--- config.mk ---
export PLATFORM = sky130hd
export DESIGN_NAME = rsi_mul
export DESIGN_NICKNAME = d
export VERILOG_FILES = /design/src/sv/rsi_pkg.sv /design/src/sv/rsi_mul.sv
export SDC_FILE = /design/constraint.sdc
export NUM_CORES = 2
export LEC_CHECK = 0
export ABC_AREA = 1
export BUFFER_PORTS_ARGS = -buffer_cell sky130_fd_sc_hd__buf_2
export CAP_MARGIN = 15
export CORE_MARGIN = 2
export CORE_UTILIZATION = 30
export CTS_BUF_LIST = sky130_fd_sc_hd__clkbuf_4 sky130_fd_sc_hd__clkbuf_8 sky130_fd_sc_hd__clkbuf_16
export CTS_CLUSTER_SIZE = 10
export DETAILED_ROUTE_END_ITERATION = 6
export PLACE_DENSITY = 0.5
export SLEW_MARGIN = 25
export SYNTH_ARGS = -nofsm -noshare
export SYNTH_HDL_FRONTEND = slang
export SYNTH_SLANG_ARGS = --single-unit
--- constraint.sdc ---
create_clock -name clk -period 9.1 [get_ports clk]
set_input_delay 1.365 -clock clk [delete_from_list [all_inputs] [get_ports clk]]
set_output_delay 1.365 -clock clk [all_outputs]
set_load 0.01 [all_outputs]
--- src/sv/rsi_pkg.sv ---
// Shared constants and types of the ray against sphere intersection core.
// No dependencies; used by rsi_mul and by the top level.
`default_nettype none

package rsi_pkg;

	localparam int COORD_WIDTH_DEF = 32;
	localparam int FRAC_BITS_DEF   = 16;

	// operand slice width of the pipelined multiplier
	localparam int MUL_CHUNK = 32;

	localparam int CFG_ADDR_W = 2;

	typedef enum logic [CFG_ADDR_W-1:0] {
		CFG_CENTER_X,
		CFG_CENTER_Y,
		CFG_CENTER_Z,
		CFG_RADIUS
	} cfg_reg_t;

endpackage

`default_nettype wire

--- src/sv/rsi_mul.sv ---
// Two-stage signed multiplier: slice products in the first stage, their sum in the second.
// Depends on rsi_pkg for the slice width.
`default_nettype none

module rsi_mul #(
	parameter int AW = 32,
	parameter int BW = 32
) (
	input  wire logic                 clk,
	input  wire logic                 en,
	input  wire logic signed [AW-1:0] a,
	input  wire logic signed [BW-1:0] b,
	output logic signed [AW+BW-1:0]   p
);

	localparam int C  = rsi_pkg::MUL_CHUNK;
	localparam int NA = (AW + C - 1) / C;
	localparam int NB = (BW + C - 1) / C;
	localparam int XA = NA * C;
	localparam int XB = NB * C;
	localparam int FW = XA + XB;

	logic signed [XA-1:0] ax;
	logic signed [XB-1:0] bx;
	wire  signed [C:0]    ac [NA];
	wire  signed [C:0]    bc [NB];

	logic signed [2*C+1:0] pp_s1 [NA][NB];
	logic signed [FW-1:0]  acc;
	logic signed [AW+BW-1:0] p_s2;

	assign ax = XA'(a);
	assign bx = XB'(b);

	// top slice carries the sign, lower slices are unsigned
	genvar g;
	for (g = 0; g < NA; g++) begin : g_ac
		assign ac[g] = (g == NA - 1) ? $signed({ax[g*C+C-1], ax[g*C +: C]})
		                             : $signed({1'b0, ax[g*C +: C]});
	end
	for (g = 0; g < NB; g++) begin : g_bc
		assign bc[g] = (g == NB - 1) ? $signed({bx[g*C+C-1], bx[g*C +: C]})
		                             : $signed({1'b0, bx[g*C +: C]});
	end

	always_ff @(posedge clk) begin
		if (en) begin
			for (int i = 0; i < NA; i++) begin
				for (int j = 0; j < NB; j++) begin
					pp_s1[i][j] <= ac[i] * bc[j];
				end
			end
		end
	end

	always_comb begin
		acc = '0;
		for (int i = 0; i < NA; i++) begin
			for (int j = 0; j < NB; j++) begin
				acc = acc + (FW'(pp_s1[i][j]) <<< ((i + j) * C));
			end
		end
	end

	always_ff @(posedge clk) begin
		if (en) begin
			p_s2 <= acc[AW+BW-1:0];
		end
	end

	assign p = p_s2;

endmodule

`default_nettype wire

==> out/metrics.yaml <==
h-tree-depth: 4
postSynthCellCount: 5163
cp-start-kind: "input pin"
max_slew_margin_pct: 40.6
gp_congestion: 0.897
ys_types: 29
wl_per_cell_um: 17.3
clock.fmax_mhz: 120
hold_class: "reg2reg"
ff_latch_area_um2: 3840
async_flop_share_pct: 0
reg2reg_depth: 0
clock-sinks: 128
fin_nets: 6551
ys_warn_count: 0
hold_violations: 0
grt_pass1_wl_mm: 201
synth_fp_nets: 6495
avgViaCountPerCell: 4.36
slew_viol_final: 0
status: "finished, violations left"
pin_count: 130
ant_nets: 0
syn2layout_area_growth_pct: 8.93
fin_skew_ps: 16.4
dp_hpwl_mm: 109
timing_worst_setup_path_type: "in2reg"
clockBufferDepth: 2
worst-r2r-setup-slack_ps: 8310
synthTopCellsByArea: "fa_1 (51%), inv_1 (15%), nand2_1 (13%)"
vias: 31000
fin_crit_sh_pct: 91.9
io_buffers: 129
grt_pass1_vias: 34800
dpl_cell_area_um2: 45800
totalWireLength_mm: 123
cts_root_buf: "clkbuf_16"
post-place-cells: 7090
core_area_um2: 141000
synth_edf_count: 128
rows: 138
seq_area_frac_synth_pct: 9.02
insertion_delay_ps: 440
dr.pass1.iters: 7
cp_max_fo: 11
cp.arrival_ps: 8530
drive_gt1_share_pct: 5.89
synth_ff_type: "edfxtp_1"
setup_viol: 0
grt_max_degree: 77
fin_area_um2: 46400
worstMarginPinSlew_ps: 891
antenna_found_initial: 7
fillers: 15100
holdBufCountCts: 0
synth_top_area_share_pct: 50.8
synth_top_area_cell: "fa_1"
die_height_um: 381
rsz0062_at_grt: "no"
holdPathStages: 0
multi_input_area_um2: 31700
synth.top_cells.by_count: "inv_1 (1691), nand2_1 (1494), fa_1 (1082)"
finalNonFillerCells: 7122
synth_most_common_cell: "inv_1"
tns_ps: 0
avgSynthCellArea_um2: 8.26
synth_seq_cells: 128
start_util_pct: 30.2
drc: 1
cts_tree: "done"
grt_usage_pct: 17.7
postCtsSetupRepairBufs: 0
critical_path_required_ps: 9270
violations: "design-rule violations"
post-route-min-period_ps: 8360
die-area_um2: 145000
grt_overflow_total: 0
cts_resized: 0
clk_pin_slew_ps: 60
drt_iter0_drc: 1774
cts_buffers: 17
die_w_um: 381
end_kind: "register"
netlist_area_um2: 42600
drv_cap: 0
-- layer usage --
layer | track usage, % | vias to the layer above | wire length (um)
met1 | 23.7 | 16000 | 54100
met3 | 1.02 | 99 | 4240
met2 | 32.0 | 658 | 62400
met4 | 2.91 | 0 | 2190
li1 | - | 14300 | -
met5 | 0 | - | 0
-- through the flow --
stage / utilization [%] / setup WS, ps / hold slack (ps)
after floorplan: - / 932 / 400
after global placement: 32.4 / 170 / 403
after detailed placement: 32.4 / 208 / 405
after CTS: 32.9 / 665 / 413
after global routing: 32.9 / 396 / 424
final: 32.9 / 741 / 409
-- cell families (layout without fill, tap and decap cells) --
logic type               count (synthesis)  in the layout  synth area share [%]
AO/OA/AOI/OAI                           92             92                  1.17
XOR/XNOR                                38             38                 0.781
adder cells (fa/ha/maj)               1266           1266                  56.2
buffers and inverters                 1883           1951                  16.6
flip-flops                             128            128                  9.02
other                                    0              1                     0
AND/OR/NAND/NOR                       1756           1756                  16.2
-- worst paths after layout --
check                         startpoint                endpoint
hold / removal    pp_s1[0][23]$_DFFE_PP_         p[23]$_DFFE_PP_
setup reg to reg  pp_s1[0][59]$_DFFE_PP_         p[59]$_DFFE_PP_
setup / recovery                   a[31]  pp_s1[0][46]$_DFFE_PP_
hold reg to reg   pp_s1[0][23]$_DFFE_PP_         p[23]$_DFFE_PP_
-- cells in the final DEF, fill, tap and decap left out, types with 2 or more instances in the layout --
cell type	Yosys	layout
and2_1	2	2
o21ai_0	16	16
buf_4	0	88
or2_2	7	7
nand3b_1	4	4
fa_1	1082	1082
inv_6	0	5
o21bai_1	12	12
nor2_2	15	15
nand3_1	70	70
a21oi_1	58	58
nor3_1	6	6
a21oi_2	2	2
nand4_1	12	12
xnor2_1	6	6
clkbuf_16	0	17
nor2_1	119	119
nor3_2	2	2
o21ai_1	3	3
nand2_1	1494	1494
xor2_1	32	32
buf_12	0	12
edfxtp_1	128	128
nand3_2	6	6
nor4_2	3	3
bufinv_16	0	3
inv_1	1691	1691
clkinvlp_4	0	2
nor4_1	2	2
clkinv_4	0	3
nand2_2	12	12
buf_2	0	128
ha_1	184	184
-- worst max-delay path, stage by stage --
cell,delay (ps)
buf_2,280
nand2_1,160
inv_1,160
fa_1,450
fa_1,490
fa_1,750
buf_4,240
fa_1,440
fa_1,500
fa_1,500
fa_1,560
inv_1,80
fa_1,500
inv_1,40
ha_1,310
buf_4,180
nand2_2,140
inv_1,70
a21oi_2,210
o21ai_1,120
inv_1,80
nand2_1,120
inv_1,80
nand3_1,220
xor2_1,470
-- state kept, by name, indices dropped and copies added (netlist names) --
signal / flops
pp_s1: 64
p: 64
-- cell type report --
type | count | share of cell area, %
diodes | 1 | 0.00539
multi-input cells | 3152 | 68.3
inverters | 1691 | 13.7
well taps | 1890 | 5.09
clock buffers | 17 | 0.916
clock inverters | 14 | 0.388
flip-flops and latches | 128 | 8.28
repair buffers | 229 | 3.34
Power is not shown: default switching activity piles up to over one toggle a cycle in this logic, so the estimate is an artifact.
