==> config.mk <==
export PLATFORM = sky130hd
export DESIGN_NAME = rsi_sqrt
export DESIGN_NICKNAME = d
export VERILOG_FILES = /design/src/sv/rsi_sqrt.sv
export SDC_FILE = /design/constraint.sdc
export NUM_CORES = 2
export LEC_CHECK = 0
export BUFFER_PORTS_ARGS = -buffer_cell sky130_fd_sc_hd__buf_2
export CORE_MARGIN = 3
export CORE_UTILIZATION = 58
export CTS_BUF_LIST = sky130_fd_sc_hd__clkbuf_2 sky130_fd_sc_hd__clkbuf_4 sky130_fd_sc_hd__clkbuf_8
export DETAILED_ROUTE_END_ITERATION = 16
export PLACE_DENSITY_LB_ADDON = 0.1
export SYNTH_ARGS = -nofsm -noshare
export SYNTH_HDL_FRONTEND = slang
export SYNTH_MEMORY_MAX_BITS = 65536
export SYNTH_SLANG_ARGS = --single-unit
==> constraint.sdc <==
create_clock -name clk -period 3.6 [get_ports clk]
set_input_delay 0 -clock clk [delete_from_list [all_inputs] [get_ports clk]]
set_output_delay 0 -clock clk [all_outputs]
set_load 0.005 [all_outputs]
==> src/sv/rsi_sqrt.sv <==
// Pipelined floor square root, one result bit per stage (IW/2 stages).
// No dependencies.
`default_nettype none

module rsi_sqrt #(
	parameter int IW = 64
) (
	input  wire logic            clk,
	input  wire logic            en,
	input  wire logic [IW-1:0]   x,
	output logic      [IW/2-1:0] root
);

	localparam int RW = IW / 2;

	logic [RW+1:0] rem_s  [RW];
	logic [RW-1:0] root_s [RW];
	logic [IW-1:0] x_s    [RW];

	logic [RW+1:0] rem_d  [RW];
	logic [RW-1:0] root_d [RW];
	logic [IW-1:0] x_d    [RW];

	always_comb begin
		logic [RW+1:0] rin;
		logic [RW-1:0] rtin;
		logic [IW-1:0] xin;
		logic [RW+1:0] cur;
		logic [RW+1:0] trial;
		for (int k = 0; k < RW; k++) begin
			if (k == 0) begin
				rin  = '0;
				rtin = '0;
				xin  = x;
			end else begin
				rin  = rem_s[k-1];
				rtin = root_s[k-1];
				xin  = x_s[k-1];
			end
			// bring down the next two bits, try root*4+1
			cur   = {rin[RW-1:0], xin[IW-1:IW-2]};
			trial = {rtin, 2'b01};
			if (cur >= trial) begin
				rem_d[k]  = cur - trial;
				root_d[k] = {rtin[RW-2:0], 1'b1};
			end else begin
				rem_d[k]  = cur;
				root_d[k] = {rtin[RW-2:0], 1'b0};
			end
			x_d[k] = xin << 2;
		end
	end

	always_ff @(posedge clk) begin
		if (en) begin
			for (int k = 0; k < RW; k++) begin
				rem_s[k]  <= rem_d[k];
				root_s[k] <= root_d[k];
				x_s[k]    <= x_d[k];
			end
		end
	end

	assign root = root_s[RW-1];

endmodule

`default_nettype wire

==> results.tsv <==
metric	value	unit
status	complete, but fails checks	
failing checks	negative setup slack	
Area growth syn-to-layout	13.9	%
Syn. warnings	0	
number of port buffers	97	
via-per-instance ratio	5.59	
total number of vias	70100	
H-tree levels	5	
Hold Path Class	input port to flip-flop	
worst setup path category	flip-flop to flip-flop	
CTS Buffer Depth	4	
Mapped Cells	8824	
post-layout min period	3.68	ns
Final Hold Vio Count	0	
FILL cells	14400	
maximum vdd ir drop	0.446	mV
crit-path cells	or4_4 -> or3_4 -> or4_4 -> or3_4 -> or3_4 -> a2111o_1 -> and2_4 -> o211ai_4 -> buf_12 -> nor4_2 -> xor2_1	
final-report setup violation count	25	
Slew HR	0.462	
worst slew pin tran	0.804	ns
GR Util All Layers	0.236	
Seq/Total Area, Yosys	0.649	
I/O pins	98	
fraction of registers with async set/reset	0	
worst hold margin	0.195	ns
antenna violations before repair	2	
cell repeated most along the worst path	or3_4	
worst-path maximum fanout	7	
RSZ-0062 raised after global routing	yes	
flops & latches, synth	2465	
leakage power	50.5	nW
Setup WS pre-CTS	-0.0895	ns
TritonCTS clock tree	yes	
Sequential Area	74000	sq um
Synthesized Nets	9451	
most common library cell in the layout ignoring fill and taps	edfxtp_1	
synth unique cells	82	
Clock Skews	0.0645	ns
Post-synth EDFFs	2465	
Largest stage delay, worst path	0.55	ns
fmax	272	MHz
Worst path slowest cell	or4_4	
largest net degree at the start of global routing	136	
commonest register cell after synthesis	edfxtp_1	
Layout Nets	10200	
most frequent cells in the layout	2465 x edfxtp_1, 713 x inv_1, 616 x nand2_1	
Synth Area per Inst	12.9	sq um
layout cells sized above 1	0.127	
clk_lat worst skew	1.06	ns
CP Launch Type	flip-flop	
setup ws final	-0.0765	ns
DRC viols	0	
initial drt markers	4883	
period utilization	1.02	
synthesized area	114000	sq um
clk sink count	2465	
Pre-antenna DRT Iters	5	
CTS root buf	clkbuf_8	
area of the die	202000	sq um
Req. time, crit path	4.37	ns
Antenna Violating Nets Remaining	0	
global-route wire length before repair	379000	um
vias in the first global route	70100	
drt total wl	241000	um
Initial Util	0.585	
per-cell routed wire length	19.2	um
Final Max Tran Viols	0	
Die W	450	um
Overflow after GRT	0	
setup slack, reg-to-reg	-0.08	ns
row count	162	
crit path capture type	flip-flop	
Clock transition at path regs	0.06	ns
Worst Path Arrival	4.45	ns
RePlAce Congestion	0.918	
core area	195000	sq um
PD cells	623	nW/um^2
clock buffer count from CTS	403	
dpl hpwl	172000	um
Max Cap Viol	0	
chip height	450	um
multi-input logic area	37500	sq um
## final timing paths
path	cells past startpoint	endpoint	start
max	11	rem_s[0][502]$_DFFE_PP_	rem_s[0][461]$_DFFE_PP_
min	3	x_s[0][25]$_DFFE_PP_	x[25]
max reg2reg	11	rem_s[0][502]$_DFFE_PP_	rem_s[0][461]$_DFFE_PP_
min reg2reg	0	x_s[0][971]$_DFFE_PP_	x_s[0][907]$_DFFE_PP_
## critical path, delay by kind of cell, from the launching register on
family | cells | cell delay (ns)
flip-flops | 1 | 0.38
AND/OR/NAND/NOR | 7 | 2.24
buffers and inverters | 1 | 0.16
AO/OA/AOI/OAI | 2 | 0.51
XOR/XNOR | 1 | 0.14
## Yosys cell counts (12+ instances only)
| master | instances | share of area |
|---|---|---|
| inv_1 | 714 | 0.023 |
| a21oi_1 | 554 | 0.024 |
| nor4_1 | 107 | 0.0059 |
| or3_1 | 89 | 0.0049 |
| ha_1 | 561 | 0.061 |
| nand3_1 | 150 | 0.0066 |
| xnor2_1 | 398 | 0.031 |
| a211o_1 | 14 | 0.0011 |
| or4_1 | 50 | 0.0033 |
| and3_1 | 38 | 0.0021 |
| nand2b_1 | 111 | 0.0061 |
| clkbuf_1 | 140 | 0.0046 |
| nor3b_1 | 16 | 0.0011 |
| mux2_2 | 61 | 0.0060 |
| a2111oi_0 | 25 | 0.0019 |
| xor2_1 | 376 | 0.029 |
| a21boi_0 | 31 | 0.0020 |
| nand4b_1 | 13 | 0.0010 |
| nand3b_1 | 28 | 0.0018 |
| and2_1 | 39 | 0.0021 |
| nor2b_1 | 83 | 0.0045 |
| edfxtp_1 | 2465 | 0.65 |
| nor3_1 | 222 | 0.0097 |
| nand4_1 | 90 | 0.0049 |
| o211ai_1 | 19 | 0.0012 |
| o21ai_0 | 485 | 0.021 |
| o21a_1 | 111 | 0.0073 |
| nor4b_1 | 12 | 0.00092 |
| nor2_1 | 553 | 0.018 |
| a311oi_1 | 15 | 0.0012 |
| o31ai_1 | 62 | 0.0041 |
| a21o_1 | 224 | 0.015 |
| or2_2 | 39 | 0.0021 |
| o2111ai_1 | 12 | 0.00092 |
| nand2_1 | 620 | 0.020 |
| a31oi_1 | 44 | 0.0024 |
| a211oi_1 | 48 | 0.0032 |
| a31o_2 | 13 | 0.0010 |
| o21bai_1 | 41 | 0.0027 |
## area by class of cell
type	instances	share of cell area
multi-input cells	5488	0.289
inverters	717	0.0207
clock inverters	209	0.0110
well taps	2624	0.0253
flip-flops and latches	2465	0.569
diodes	7	0.000135
repair buffers	542	0.0365
clock buffers	501	0.0484
## cell families (layout without fill, tap and decap cells)
group,count (synthesis),in the layout,synth area share
DFF,2465,2465,0.649
and+or+nand+nor,2283,2283,0.0975
AOI/OAI and AO/OA,1798,1798,0.0974
buffers and inverters,871,1969,0.0288
xor gates and xnor gates,774,774,0.0594
adders and majority gates,561,561,0.0615
muxes,71,71,0.00690
other,1,8,0.0000329
## repair_timing
action / in CTS / in global routing
cloned: 0 / 2
pin swaps: 2 / 22
hold endpoints to repair: 2493 / 0
resized for setup: 24 / 140
buffers inserted: 3 / 17
hold buffers: 132 / 0
endpoints found under the setup margin: 52 / 325
## flip-flops by register name (all words and copies together) (netlist names)
| signal | count |
|---|---|
| rem_s | 945 |
| x_s | 992 |
| root_s | 528 |
## per-layer routing
metal / GRT usage / vias up / routed length (um)
met5: 0 / - / 0
met4: 0.0875 / 0 / 8560
met3: 0.0316 / 512 / 8980
met2: 0.409 / 1470 / 121000
met1: 0.304 / 33900 / 102000
li1: - / 34300 / -
## power breakdown
| part | switching [mW] | internal, mW |
|---|---|---|
| logic | 10.6 | 7.92 |
| clock network | 10.7 | 12.8 |
| registers | 2.56 | 36.5 |
| total | 23.9 | 57.2 |
## per-stage QoR
step	utilization	instance area [sq um]	total power [mW]	instances	TNS, ns
after global routing	0.666	130000	85.5	12600	-5.48
after CTS	0.662	129000	81.4	12500	-0.400
final	0.666	130000	81.1	12600	-0.791
after detailed placement	0.615	120000	57.4	11700	-2.06
after floorplan	-	114000	51.0	8824	0
after global placement	0.615	120000	57.2	11700	-1.45
(Power assumes the default switching activity.)
